`config.mk`:
```
export PLATFORM = sky130hd
export DESIGN_NAME = get_scan
export DESIGN_NICKNAME = d
export VERILOG_FILES = /design/src/design/get_pkg.sv /design/src/design/get_scan.sv
export SDC_FILE = /design/constraint.sdc
export NUM_CORES = 1
export LEC_CHECK = 0
export BUFFER_PORTS_ARGS = -buffer_cell sky130_fd_sc_hd__clkbuf_2
export CAP_MARGIN = 20
export CELL_PAD_IN_SITES_DETAIL_PLACEMENT = 0
export CELL_PAD_IN_SITES_GLOBAL_PLACEMENT = 2
export CORE_UTILIZATION = 29
export DETAILED_ROUTE_END_ITERATION = 16
export PLACE_DENSITY_LB_ADDON = 0.1
export SETUP_SLACK_MARGIN = 0.5
export SLEW_MARGIN = 15
export SYNTH_ARGS = -nofsm -noshare
export SYNTH_HDL_FRONTEND = slang
export SYNTH_SLANG_ARGS = --single-unit
export TNS_END_PERCENT = 30
```
`constraint.sdc`:
```
create_clock -name aclk -period 8.4 [get_ports aclk]
set_input_delay 2.1 -clock aclk [delete_from_list [all_inputs] [get_ports aclk]]
set_output_delay 2.1 -clock aclk [all_outputs]
set_load 0.01 [all_outputs]
```
`src/design/get_pkg.sv`:
```
// ----------------------------------------------------------------------------
// get_pkg
// Shared types and constants for the gradient edge threshold block.
// ----------------------------------------------------------------------------
package get_pkg;

    localparam int PIXEL_W = 8;
    localparam int COORD_W = 11;
    localparam int THR_SQ_W = 16;
    localparam int CFG_DATA_W = 12;
    localparam int CFG_IDX_W = 2;

    localparam logic [CFG_IDX_W-1:0] REG_THRESHOLD = 2'd0;
    localparam logic [CFG_IDX_W-1:0] REG_WIDTH = 2'd1;
    localparam logic [CFG_IDX_W-1:0] REG_HEIGHT = 2'd2;

    localparam logic [7:0] THRESHOLD_RST = 8'd20;
    localparam logic [CFG_DATA_W-1:0] WIDTH_RST = 12'd640;
    localparam logic [CFG_DATA_W-1:0] HEIGHT_RST = 12'd480;
    localparam logic [PIXEL_W-1:0] EDGE_ON = 8'd255;
    localparam logic [PIXEL_W-1:0] EDGE_OFF = 8'd0;

    // per-pixel position flags from the scan counters
    typedef struct packed {
        logic emit;     // a result is produced for this pixel
        logic border;   // reported position lies on the border
        logic last_px;  // last result of the frame
        logic wrap;     // pixel closes a row
    } scan_flags_t;

endpackage

```
`src/design/get_scan.sv`:
```
// ----------------------------------------------------------------------------
// get_scan
// Raster row/column counters with size saturation and position flags.
// ----------------------------------------------------------------------------
module get_scan #(
    parameter int CW = 11,
    parameter int RW = 11
) (
    input  logic                      aclk,
    input  logic                      aresetn,
    input  logic                      accept,
    input  logic [CW:0]               width_lim,
    input  logic [RW:0]               height_lim,
    output logic [CW-1:0]             col_cur,
    output logic [CW-1:0]             col_ahead,
    output logic [get_pkg::COORD_W-1:0] out_row,
    output logic [get_pkg::COORD_W-1:0] out_col,
    output get_pkg::scan_flags_t      flags
);

    logic [CW-1:0] col_reg, col_next;
    logic [RW-1:0] row_reg, row_next;
    logic [CW:0]   w_m1;
    logic [RW:0]   h_m1;
    logic [RW-1:0] row_cur;
    logic [RW-1:0] row_rep;
    logic          row_end;
    logic [RW+get_pkg::COORD_W-1:0] row_ext;
    logic [CW+get_pkg::COORD_W-1:0] col_ext;

    always_comb begin
        w_m1 = width_lim - (CW+1)'(1);
        h_m1 = height_lim - (RW+1)'(1);
        col_cur = ({1'b0, col_reg} > w_m1) ? w_m1[CW-1:0] : col_reg;
        row_cur = ({1'b0, row_reg} > h_m1) ? h_m1[RW-1:0] : row_reg;
        col_ahead = col_cur + CW'(1);
        row_rep = row_cur - RW'(1);
        row_end = ({1'b0, row_cur} == h_m1);
        flags.wrap = ({1'b0, col_cur} == w_m1);
        flags.emit = (row_cur != '0);
        flags.border = (row_cur == RW'(1)) || (col_cur == '0) || flags.wrap;
        flags.last_px = row_end && flags.wrap;
        row_ext = {{get_pkg::COORD_W{1'b0}}, row_rep};
        col_ext = {{get_pkg::COORD_W{1'b0}}, col_cur};
        out_row = row_ext[get_pkg::COORD_W-1:0];
        out_col = col_ext[get_pkg::COORD_W-1:0];
        if (flags.wrap) begin
            col_next = '0;
            row_next = row_end ? '0 : row_cur + RW'(1);
        end else begin
            col_next = col_ahead;
            row_next = row_cur;
        end
    end

    always_ff @(posedge aclk) begin
        if (!aresetn) begin
            col_reg <= '0;
            row_reg <= '0;
        end else if (accept) begin
            col_reg <= col_next;
            row_reg <= row_next;
        end
    end

endmodule

```
Word level (Yosys, flattened, before mapping)
Cells that the tools add are included.
- register bits: 22
- bits of input ports: 27
- output and inout port bits: 48
- equal/unequal tests: 3
- $add $sub $neg: 5
- reduce and logical (&&, ||, !) cells: 5
- order comparisons: 2
- multiplexer cells: 5
- operators with widths (kind ; number):
    $mux 11 ; 5
    $eq 11x12->1 ; 2
    $gt 11x12->1 ; 2
    $sub 12x1->12 const B ; 2
    $add 11x1->11 const B ; 2
    $eq 11x1->1 const B ; 1
    $logic_not 11->1 ; 1
    $reduce_bool 11->1 ; 1
    $sub 11x1->11 const B ; 1
    $logic_or 1x1->1 ; 2
    $logic_and 1x1->1 ; 1

Longest topological paths before layout
- word-level depth: 6
- mapped depth: 22
- gate-level depth less buffers: 20

Worst setup path before layout
Ideal clock, no wire load.
- path kind: in2out
- start: input port width_lim[6]
- end: output port col_ahead[8]
- data required time: 6300 ps
- data arrival time: 6458 ps
- path slack: -158 ps
- cell stages on the path: 19
- path through: nor4_2 nand3_1 or3b_1 xnor2_1 inv_1 ha_1 and3_1 and3_1 and3_1 o21ai_0 a221oi_2 clkbuf_1 nor2_1 a21oi_1 inv_1 ha_1 nor2b_1 nor2b_1 xnor2_1
- word-level cells in the longest chain between the ends: 4
- ends and longest elaborated chain (item ; RTL line ; text):
    start: declaration ; get_scan.sv:12 ; input logic [CW:0] width_lim,
    $sub 12x1->12 ; get_scan.sv:32 ; w_m1 = width_lim - (CW+1)'(1);
    $gt 11x12->1 ; get_scan.sv:34 ; col_cur = ({1'b0, col_reg} > w_m1) ? w_m1[CW-1:0] : col_reg;
    $mux 11 ; get_scan.sv:34 ;
    net col_cur[0] ; get_scan.sv:14 ; output logic [CW-1:0] col_cur,
    $add 11x1->11 ; get_scan.sv:36 ; col_ahead = col_cur + CW'(1);
    end: declaration ; get_scan.sv:15 ; output logic [CW-1:0] col_ahead,
The timed path passes the listed nets, and every way through them passes these cells.

==> results.toml <==
[critical_path]
path_class = "primary input to output port"
r2r_cells = 17
cp.arrival_ps = 5910
crit_slowest_cell = "or3b_4"
cp-end-kind = "output port"
crit_buf_inv = 17
required_ps = 6300
rrSetupSlack_ps = 4640
worst_path_most_repeated_cell = "buf_4"
cp_max_fo = 2
r2r_start = "row_reg[1]"
cp_top_family = "buffers and inverters"
r2r_end = "row_reg[10]"
critPathMaxStageDelay_ps = 430
critPathLaunchType = "primary input"

[clock_tree]
clock_latency_ps = 270
cts_tree = "built"
ctsLongestPathBuffers = 2
clkTransAtPathRegs_ps = 70
cts_root_buffer = "clkbuf_16"
cts_max_level = 1
numCtsBuffers = 3
clock_sinks = 22

[status]
status = "complete, but fails checks"
violations = "DRC"

[finish]
final_cells = 720
num_antenna_cells = 0
fillers = 1236
nets = 633
layout-drive-gt1-share_pct = 33.6
seqCellArea_um2 = 440
multi_input_area_mm2 = 0.00304
syn_to_final_growth_pct = 36.0

[die]
dieWidth_um = 112
dieArea_mm2 = 0.0125
core-area_mm2 = 0.0116
rows = 39
initial_utilization_pct = 30.2
io_pins = 75
die_y_um = 112

[global_routing]
grt_max_degree = 23
grt_first_pass_wirelength_um = 19700
grt_pass1_vias = 3709
antenna_found_initial = 0
track_usage_pct = 20.0
gr-total-overflow = 0

[yosys]
seq_area_frac_synth_pct = 12.6
async_flop_share_pct = 0
synthCells = 466
synth-edff-count = 0
syn_area_per_cell_um2 = 7.50
synth_seq_cells = 22
synth_nets = 521
synth_cell_types = 69
yosys_warnings = 0
syn_area_mm2 = 0.00350
ys.flop_type = "dfxtp_1"

[pwr]
p_leak_nw = 2.18
power_density_mw_per_mm2 = 80.8
ir_drop_uv = 94.5
power_uw = 384

[drt]
wirelength_um = 12600
wl_per_cell_um = 17.5
ant_nets = 0
drc = 3
vias = 3730
first_pass_iters = 12
drt_iter0_markers = 222
vias_per_cell = 5.18

[place]
dp_hpwl_um = 9720
placed_cells = 685
globalplace.congestion = 0.812
dp_slack_ps = 64.6
io_buffers = 74

[sta]
rsz0062_at_grt = "yes"
finalSetupTns_ps = 0
skew_ps = 11.5
hold_viol = 0
maxSlewViolCount = 0
finalSetupViolCount = 0
timing.final.crit_period_ps = 8010
max_freq_mhz = 125
timing.final.ws_setup_ps = 389
finalCritPeriodShare_pct = 95.4
maxSlewHeadroom_pct = 36.2
worstMarginPinSlew_ps = 954

[hold_path]
hold_end = "col_reg[0]"
hold_class = "register to register"
whs_path_depth = 2
min-delay-start = "col_reg[0]"

[job]
drv_cap = 0
==> how the worst max path moves through the flow <==
stage	start	depth (start not counted)	end	slack, ps
floorplan	height_lim[5]	15	out_row[8]	480
global placement	height_lim[5]	17	out_row[8]	90
detailed placement	width_lim[3]	18	col_ahead[10]	60
CTS	width_lim[6]	18	col_ahead[8]	420
global route	width_lim[6]	18	col_ahead[8]	250
finish	width_lim[6]	26	flags[2]	390
==> cell type report <==
| class | instances | area share [%] |
|---|---|---|
| clock inverter | 1 | 0.631 |
| clock buffer | 3 | 1.58 |
| sequential | 22 | 9.26 |
| inverter | 32 | 2.52 |
| multi-input combinational | 384 | 63.8 |
| tap | 143 | 3.76 |
| timing repair buffer | 135 | 18.4 |
==> synth_stat cells, drive strengths merged (6+ instances only) <==
| library cell | number | area, um2 |
|---|---|---|
| a21oi | 26 | 130 |
| a22o | 9 | 78.8 |
| and3 | 8 | 55.1 |
| buf | 17 | 119 |
| clkbuf | 11 | 41.3 |
| dfxtp | 22 | 440 |
| ha | 28 | 350 |
| inv | 31 | 116 |
| mux2i | 11 | 110 |
| nand2 | 38 | 143 |
| nand3 | 21 | 105 |
| nor2 | 33 | 126 |
| nor2b | 9 | 56.3 |
| nor3 | 11 | 55.1 |
| nor4 | 12 | 81.3 |
| o21ai | 19 | 95.1 |
| or3 | 9 | 56.3 |
| or4 | 6 | 52.6 |
| xnor2 | 40 | 350 |
| xor2 | 21 | 184 |
==> cells in the final DEF, fill, tap and decap left out, types with 5 or more instances in the layout <==
cell       n
xor2_1    19
a22o_1     9
xnor2_1   34
o21ai_0   16
o31ai_1    5
clkbuf_2  70
mux2i_1    8
ha_1      26
dfxtp_1   22
buf_4     57
nand2_1   37
inv_1     29
nand3_1   18
nor3_1    10
xnor2_2    5
nand4_1    5
nor2b_1    7
nand2b_1   5
nor2_1    30
nor4_1    11
or3_1      9
a21oi_1   22
==> metrics by stage <==
stage,area (um2),hold WS [ps],utilization (%)
3_3_place_gp,4210,520,36.4
5_1_grt,4760,531,41.1
4_1_cts,4630,518,40.0
2_1_floorplan,3600,483,-
6_report,4760,514,41.1
3_5_place_dp,4210,508,36.4
==> kinds of logic (layout without fill, tap and decap cells) <==
family	count (synthesis)	in the layout	share of synthesized area (%)
xor gates and xnor gates	65	65	17.9
buffers and inverters	60	171	8.01
and+or+nand+nor	180	180	27.7
DFF	22	22	12.6
AOI/OAI and AO/OA	98	98	20.0
adders and majority gates	28	28	10.0
muxes	13	13	3.79
==> metal layers <==
metal | up-vias | part of all wire, % | track usage, %
met3 | 13 | 2.9 | 1.74
li1 | 1888 | - | -
met1 | 1763 | 44 | 24.8
met2 | 66 | 51 | 36.2
met5 | - | 0 | 0
met4 | 0 | 2.3 | 6.40
==> what timing repair did <==
action / CTS / global route
gates cloned: 0 / 1
endpoints found under the setup margin: 22 / 18
setup buffers: 20 / 10
hold buffers: 0 / 0
gates resized for setup: 31 / 11
pin swaps: 10 / 11
==> worst register-to-register path, delay by kind of cell (launching register included) <==
| kind | cells | cell delay [ps] |
|---|---|---|
| flops | 1 | 570 |
| xor+xnor | 1 | 190 |
| buf+inv | 4 | 450 |
| fa+ha+maj | 2 | 490 |
| compound gates | 7 | 1210 |
| simple gates | 3 | 740 |
==> where the power goes <==
part	switching [mW]	total [mW]	internal, mW
Combinational	0.0748	0.135	0.0602
Sequential	0.00308	0.109	0.106
Clock	0.0456	0.141	0.0950
Total	0.123	0.384	0.261
Note: power is estimated with default switching activity, not from simulation.
