--- config.mk ---
export PLATFORM = sky130hd
export DESIGN_NAME = get_edge
export DESIGN_NICKNAME = d
export VERILOG_FILES = /design/src/design/get_pkg.sv /design/src/design/get_edge.sv
export SDC_FILE = /design/constraint.sdc
export NUM_CORES = 1
export LEC_CHECK = 0
export BUFFER_PORTS_ARGS = -buffer_cell sky130_fd_sc_hd__buf_2
export CAP_MARGIN = 20
export CORE_UTILIZATION = 40
export DETAILED_ROUTE_END_ITERATION = 8
export GPL_ROUTABILITY_DRIVEN = 0
export PLACE_DENSITY = 0.6
export RECOVER_POWER = 25
export SLEW_MARGIN = 20
export SYNTH_ARGS = -nofsm -noshare
export SYNTH_HDL_FRONTEND = slang
export SYNTH_SLANG_ARGS = --single-unit
export TNS_END_PERCENT = 5
--- constraint.sdc ---
create_clock -name aclk -period 10.1 [get_ports aclk]
set_input_delay 0 -clock aclk [delete_from_list [all_inputs] [get_ports aclk]]
set_output_delay 0 -clock aclk [all_outputs]
set_load 0.01 [all_outputs]
--- src/design/get_pkg.sv ---
// ----------------------------------------------------------------------------
// get_pkg
// Shared types and constants for the gradient edge threshold block.
// ----------------------------------------------------------------------------
package get_pkg;

    localparam int PIXEL_W = 8;
    localparam int COORD_W = 11;
    localparam int THR_SQ_W = 16;
    localparam int CFG_DATA_W = 12;
    localparam int CFG_IDX_W = 2;

    localparam logic [CFG_IDX_W-1:0] REG_THRESHOLD = 2'd0;
    localparam logic [CFG_IDX_W-1:0] REG_WIDTH = 2'd1;
    localparam logic [CFG_IDX_W-1:0] REG_HEIGHT = 2'd2;

    localparam logic [7:0] THRESHOLD_RST = 8'd20;
    localparam logic [CFG_DATA_W-1:0] WIDTH_RST = 12'd640;
    localparam logic [CFG_DATA_W-1:0] HEIGHT_RST = 12'd480;
    localparam logic [PIXEL_W-1:0] EDGE_ON = 8'd255;
    localparam logic [PIXEL_W-1:0] EDGE_OFF = 8'd0;

    // per-pixel position flags from the scan counters
    typedef struct packed {
        logic emit;     // a result is produced for this pixel
        logic border;   // reported position lies on the border
        logic last_px;  // last result of the frame
        logic wrap;     // pixel closes a row
    } scan_flags_t;

endpackage

--- src/design/get_edge.sv ---
// ----------------------------------------------------------------------------
// get_edge
// Gradient stage: takes line-buffer read data, forms the squared gradient,
// compares to threshold squared, writes back the upper line, and holds the
// output transaction register.
// ----------------------------------------------------------------------------
module get_edge #(
    parameter int AW = 11
) (
    input  logic                          aclk,
    input  logic                          aresetn,
    input  logic                          accept,
    input  get_pkg::scan_flags_t          flags,
    input  logic [AW-1:0]                 col_addr,
    input  logic [get_pkg::COORD_W-1:0]   out_row,
    input  logic [get_pkg::COORD_W-1:0]   out_col,
    input  logic [get_pkg::PIXEL_W-1:0]   pixel,
    input  logic [get_pkg::PIXEL_W-1:0]   mid_center,
    input  logic [get_pkg::PIXEL_W-1:0]   mid_right,
    input  logic [get_pkg::PIXEL_W-1:0]   upper_center,
    input  logic [get_pkg::THR_SQ_W-1:0]  thr_sq,
    output logic                          s_ready,
    output logic                          upper_we,
    output logic [AW-1:0]                 upper_waddr,
    output logic [get_pkg::PIXEL_W-1:0]   upper_wdata,
    output logic                          m_valid,
    input  logic                          m_ready,
    output logic [get_pkg::PIXEL_W-1:0]   m_edge,
    output logic [get_pkg::COORD_W-1:0]   m_row,
    output logic [get_pkg::COORD_W-1:0]   m_col,
    output logic                          m_last
);

    logic                         s1_valid_reg;
    get_pkg::scan_flags_t         s1_flags_reg;
    logic [AW-1:0]                s1_addr_reg;
    logic [get_pkg::COORD_W-1:0]  s1_row_reg, s1_col_reg;
    logic [get_pkg::PIXEL_W-1:0]  s1_px_reg;
    logic [get_pkg::PIXEL_W-1:0]  left_reg;

    logic                         m_valid_reg;
    logic [get_pkg::PIXEL_W-1:0]  m_edge_reg;
    logic [get_pkg::COORD_W-1:0]  m_row_reg, m_col_reg;
    logic                         m_last_reg;

    logic        out_ok, s1_go, advance;
    logic [6:0]  gx_abs, gy_abs;
    logic [13:0] gx_sq, gy_sq;
    logic [14:0] mag;
    logic        is_edge;

    always_comb begin
        out_ok = !m_valid_reg || m_ready;
        s1_go = !s1_flags_reg.emit || out_ok;
        advance = s1_valid_reg && s1_go;
        s_ready = !s1_valid_reg || s1_go;

        gx_abs = (mid_right[7:1] >= left_reg[7:1]) ? mid_right[7:1] - left_reg[7:1]
                                                   : left_reg[7:1] - mid_right[7:1];
        gy_abs = (upper_center[7:1] >= s1_px_reg[7:1])
               ? upper_center[7:1] - s1_px_reg[7:1]
               : s1_px_reg[7:1] - upper_center[7:1];
        gx_sq = 14'(gx_abs) * 14'(gx_abs);
        gy_sq = 14'(gy_abs) * 14'(gy_abs);
        mag = {1'b0, gx_sq} + {1'b0, gy_sq};
        is_edge = !s1_flags_reg.border && ({1'b0, mag} > thr_sq);
    end

    assign upper_we = advance;
    assign upper_waddr = s1_addr_reg;
    assign upper_wdata = mid_center;

    always_ff @(posedge aclk) begin
        if (!aresetn) begin
            s1_valid_reg <= 1'b0;
            left_reg <= '0;
            m_valid_reg <= 1'b0;
        end else begin
            if (accept) begin
                s1_valid_reg <= 1'b1;
            end else if (advance) begin
                s1_valid_reg <= 1'b0;
            end
            if (advance) begin
                left_reg <= s1_flags_reg.wrap ? '0 : mid_center;
            end
            if (advance && s1_flags_reg.emit) begin
                m_valid_reg <= 1'b1;
            end else if (m_ready) begin
                m_valid_reg <= 1'b0;
            end
        end
    end

    always_ff @(posedge aclk) begin
        if (accept) begin
            s1_flags_reg <= flags;
            s1_addr_reg <= col_addr;
            s1_row_reg <= out_row;
            s1_col_reg <= out_col;
            s1_px_reg <= pixel;
        end
        if (advance && s1_flags_reg.emit) begin
            m_edge_reg <= is_edge ? get_pkg::EDGE_ON : get_pkg::EDGE_OFF;
            m_row_reg <= s1_row_reg;
            m_col_reg <= s1_col_reg;
            m_last_reg <= s1_flags_reg.last_px;
        end
    end

    assign m_valid = m_valid_reg;
    assign m_edge = m_edge_reg;
    assign m_row = m_row_reg;
    assign m_col = m_col_reg;
    assign m_last = m_last_reg;

endmodule

Word-level counts from Yosys, hierarchy flattened
Cells that the tools add are included.
- input bits: 89
- register bits after elaboration: 86
- output and inout bits: 53
- word-level logic and storage cells: 45
- reduce and logical (&&, ||, !) cells: 12
- $add $sub $neg: 5
- multipliers: 2
- $lt $le $gt $ge: 3
- mux-type cells: 8
- operator list (operator ; number):
    7-bit by 7-bit multiplier with 14-bit output ; 2
    7-bit subtractor ; 4
    15-bit by 16-bit greater-than comparator with 1-bit output ; 1
    8-bit 2-to-1 mux ; 2
    14-bit by 14-bit adder with 15-bit output ; 1
    7-bit >= comparator ; 2
    7-bit 2-to-1 mux ; 2
    1-bit logical NOT ; 4
    1-bit 2-to-1 mux ; 4
    2-bit nonzero test ; 2
    1-bit logical AND ; 3
    1-bit logical OR ; 3

Longest topological paths before layout
- word-level depth: 7
- gate-level depth with buffers: 35
- depth with buffers taken out: 34

Worst setup path after synthesis
No wires, ideal clock.
- path type: register to register
- start point: reg left_reg[1] (netlist name)
- end point: reg m_edge_reg (netlist bit m_edge[6]) (data pin)
- path buffers: 0
- period minus slack after synthesis: 7856 ps
- stages on the path, launching flop included: 33
- library setup time: 263 ps
- data arrival time: 7594 ps
- required time: 9837 ps
- slack: 2244 ps
- cells stage by stage: dfxtp_1 ha_1 inv_1 fa_1 a21o_1 a21o_1 a21o_1 a211oi_1 a21oi_1 xnor2_2 nand2b_1 fa_1 inv_1 fa_1 fa_1 fa_1 fa_1 inv_1 fa_1 inv_1 ha_1 and2_1 a311oi_1 a21oi_1 xor2_1 ha_1 a21o_1 a21o_1 a21o_1 a21oi_1 o21ai_0 a22oi_1 nor3_1
- cells in the longest elaborated chain, start to end: 7
- elaborated cells on any way between the ends: 9
- those cells by class: 3 x add/sub; 1 x mul; 2 x order compare; 2 x mux; 1 x reduce/logical
- ends and longest elaborated chain (element ; line ; text):
    start, declared ; get_edge.sv:39 ; logic [get_pkg::PIXEL_W-1:0] left_reg;
    start signal, assigned ; get_edge.sv:85 ; left_reg <= s1_flags_reg.wrap ? '0 : mid_center;
    7-bit subtractor, or another cell as far along ; get_edge.sv:59 ; : left_reg[7:1] - mid_right[7:1];
    7-bit 2-to-1 mux * ; get_edge.sv:58 ; gx_abs = (mid_right[7:1] >= left_reg[7:1]) ? mid_right[7:1] - left_reg[7:1]
    7-bit by 7-bit multiplier with 14-bit output * ; get_edge.sv:63 ; gx_sq = 14'(gx_abs) * 14'(gx_abs);
    14-bit by 14-bit adder with 15-bit output * ; get_edge.sv:65 ; mag = {1'b0, gx_sq} + {1'b0, gy_sq};
    15-bit by 16-bit greater-than comparator with 1-bit output * ; get_edge.sv:66 ; is_edge = !s1_flags_reg.border && ({1'b0, mag} > thr_sq);
    1-bit logical AND * ; get_edge.sv:66 ;
    via is_edge ; get_edge.sv:50 ; logic is_edge;
    8-bit 2-to-1 mux * ; get_edge.sv:104 ; m_edge_reg <= is_edge ? get_pkg::EDGE_ON : get_pkg::EDGE_OFF;
    end signal, assigned ; get_edge.sv:104 ;
    end, declared ; get_edge.sv:42 ; logic [get_pkg::PIXEL_W-1:0] m_edge_reg;
The timed path passes the listed nets; every way through them passes the cells marked *.
A chain may end at the register's enable or synchronous reset.

Final worst setup path
Same ends and word-level chain as after synthesis.

==> flow_metrics.tcl <==
set metrics [dict create \
    outcome "complete, no violations" \
    synth_top_area_frac 0.302 \
    drcViolationCount 0 \
    stdcell_count 1013 \
    relSlewSlack 0.346 \
    ios 142 \
    clk_pin_slew_ns 0.06 \
    fp.dieW_um 132 \
    syn_to_final_growth_pct 22.6 \
    seq_area_um2 2220 \
    drt-total-wl_um 14000 \
    antenna_left 0 \
    num-nets-final 1021 \
    synth_seq_cells 77 \
    grtUsageTotal 0.165 \
    cp_num_cells 30 \
    worstPathBufferInverterCount 4 \
    hp-class "in2out" \
    hpwlAfterDp_um 11500 \
    grt_max_degree 46 \
    period_needed_ns 8.85 \
    rsz0062_at_grt "false" \
    hold-path-cell-count 0 \
    portBuffers 136 \
    syn_nets 855 \
    crit_type "reg2reg" \
    antenna_found_initial 0 \
    dp.cells 952 \
    fin_skew_ns 0.00814 \
    clkLatencyLatePin_ns 0.33 \
    netlist_area_um2 6760 \
    cp_common_cell "fa_1" \
    ff2ff_path_depth 30 \
    wl_per_cell_um 13.8 \
    synthArstFlopShare 0 \
    critical_path.slowest_cell "fa_1" \
    diodes 0 \
    cp.required_ns 10.14 \
    slew_viol_final 0 \
    fin_setup_tns_ns 0 \
    dr.pass1.iters 4 \
    period_share 0.876 \
    setup_viol 0 \
    cpPeakStageDelay_ns 0.52 \
    crit_family "adder cells" \
    synth_flop_cell "edfxtp_1" \
    via_count 4816 \
    post-synth-top-area-cell "edfxtp_1" \
    critPathMaxFanout 7 \
    finalHoldViolations 0 \
    syn_area_per_cell_um2 10.9 \
    synth_common_cells "116 x inv_1, 90 x ha_1, 68 x edfxtp_1" \
    first_iter_violations 161 \
    maxCapViolCount 0 \
    rows 47 \
    endpoint_kind "flip-flop" \
    ys_warn_count 0 \
    cts_buffers 9 \
    synth_edf_count 68 \
    ys_seq_area_frac 0.329 \
    first_global_vias 5227 \
    synth.most_common_cell "inv_1" \
    cts-root-buf "clkbuf_16" \
    grt_pass1_wl_um 23400 \
    preCtsSetupSlack_ns 1.26 \
    max_freq_mhz 113 \
    syn_inst 622 \
    critPathArrivalTime_ns 8.90 \
    cts-resized-gates 0 \
    cts_sinks 77 \
    tightest_slew_ns 0.981 \
    setup_slack_ns 1.25 \
    clockBufferDepth 2 \
    cts_tree "yes" \
    vias_per_cell 4.75 \
    drive_gt1_frac 0.217 \
    start_kind "flip-flop" \
    core_um2 16500 \
    gr-total-overflow 0 \
    htreeDepth 3 \
    die_height_um 132 \
    synth_area_leaders "edfxtp_1 30%, ha_1 17%, fa_1 16%" \
    die_area_um2 17400 \
    multi_input_area_um2 3920 \
    n_fill_cell 1486 \
    start_util 0.409 \
    postCtsSetupBuffers 0 \
    synth_cell_types 62 \
]
## worst reg2reg max path, delay by kind of cell, from the launching register on
family / cells / cell delay (ns)
AO/OA/AOI/OAI: 11 / 2.62
AND/OR/NAND/NOR: 3 / 0.45
multiplexers: 1 / 0.26
XOR/XNOR: 2 / 0.67
flip-flops: 1 / 0.33
adder cells (fa/ha/maj): 9 / 3.98
buffers and inverters: 4 / 0.25
## layout make-up
class	count	area share
multi-input combinational	400	0.473
inverter	119	0.0539
clock inverter	7	0.00966
timing repair buffer	181	0.135
clock buffer	9	0.0272
tap	220	0.0332
sequential	77	0.268
## per-layer routing
layer  part of all wire  up-vias  global-route usage
li1                   -     2389                   -
met1               0.42     2263               0.193
met2               0.49      148               0.295
met3              0.072       16              0.0473
met4              0.012        0              0.0459
met5                  0        -                   0
## layout by cell type, fill, tap and decap left out, drive strengths merged, types with 5 or more instances in the layout
cell / instances
and2: 5
nand2b: 7
dlygate4sd3: 45
o21ai: 12
buf: 129
ha: 90
nor3b: 7
a21o: 21
clkbuf: 16
fa: 54
nor2: 42
dfxtp: 9
inv: 123
edfxtp: 68
mux2i: 6
o21a: 5
xor2: 7
xnor2: 17
a21oi: 32
nand2: 20
nand4: 5
nor2b: 19
nand3: 8
## kinds of logic (layout without fill, tap and decap cells)
group | after synthesis | in the layout | share of synthesized area
adder cells (fa/ha/maj) | 144 | 144 | 0.326
AO/OA/AOI/OAI | 94 | 94 | 0.0948
AND/OR/NAND/NOR | 128 | 128 | 0.0977
multiplexers | 10 | 10 | 0.0191
buffers and inverters | 145 | 316 | 0.0922
XOR/XNOR | 24 | 24 | 0.0411
flip-flops | 77 | 77 | 0.329
## worst paths after layout
check	endpoint	slack [ns]	start
max	m_edge[6]	1.25	left_reg[1]
min	upper_wdata[0]	0.00002	mid_center[0]
max reg2reg	m_edge[6]	1.25	left_reg[1]
min reg2reg	m_row[9]	0.42	s1_row_reg[9]
## what timing repair did
action,in CTS,in global routing
hold buffers,45,0
setup endpoints to repair,0,0
endpoints found under the hold margin,53,0
## per-stage QoR
step	hold WS [ns]	util	cell area [um2]
4_1_cts	0.0000686	0.502	8300
3_3_place_gp	0.0000686	0.456	7540
6_report	0.0000219	0.502	8290
2_1_floorplan	0.0918	-	6760
3_5_place_dp	0.0000686	0.456	7540
5_1_grt	0.0000600	0.502	8290
Power is left out: the tool's default activity adds up to more than one toggle a clock period on the data nets, which glitch-free logic cannot reach.
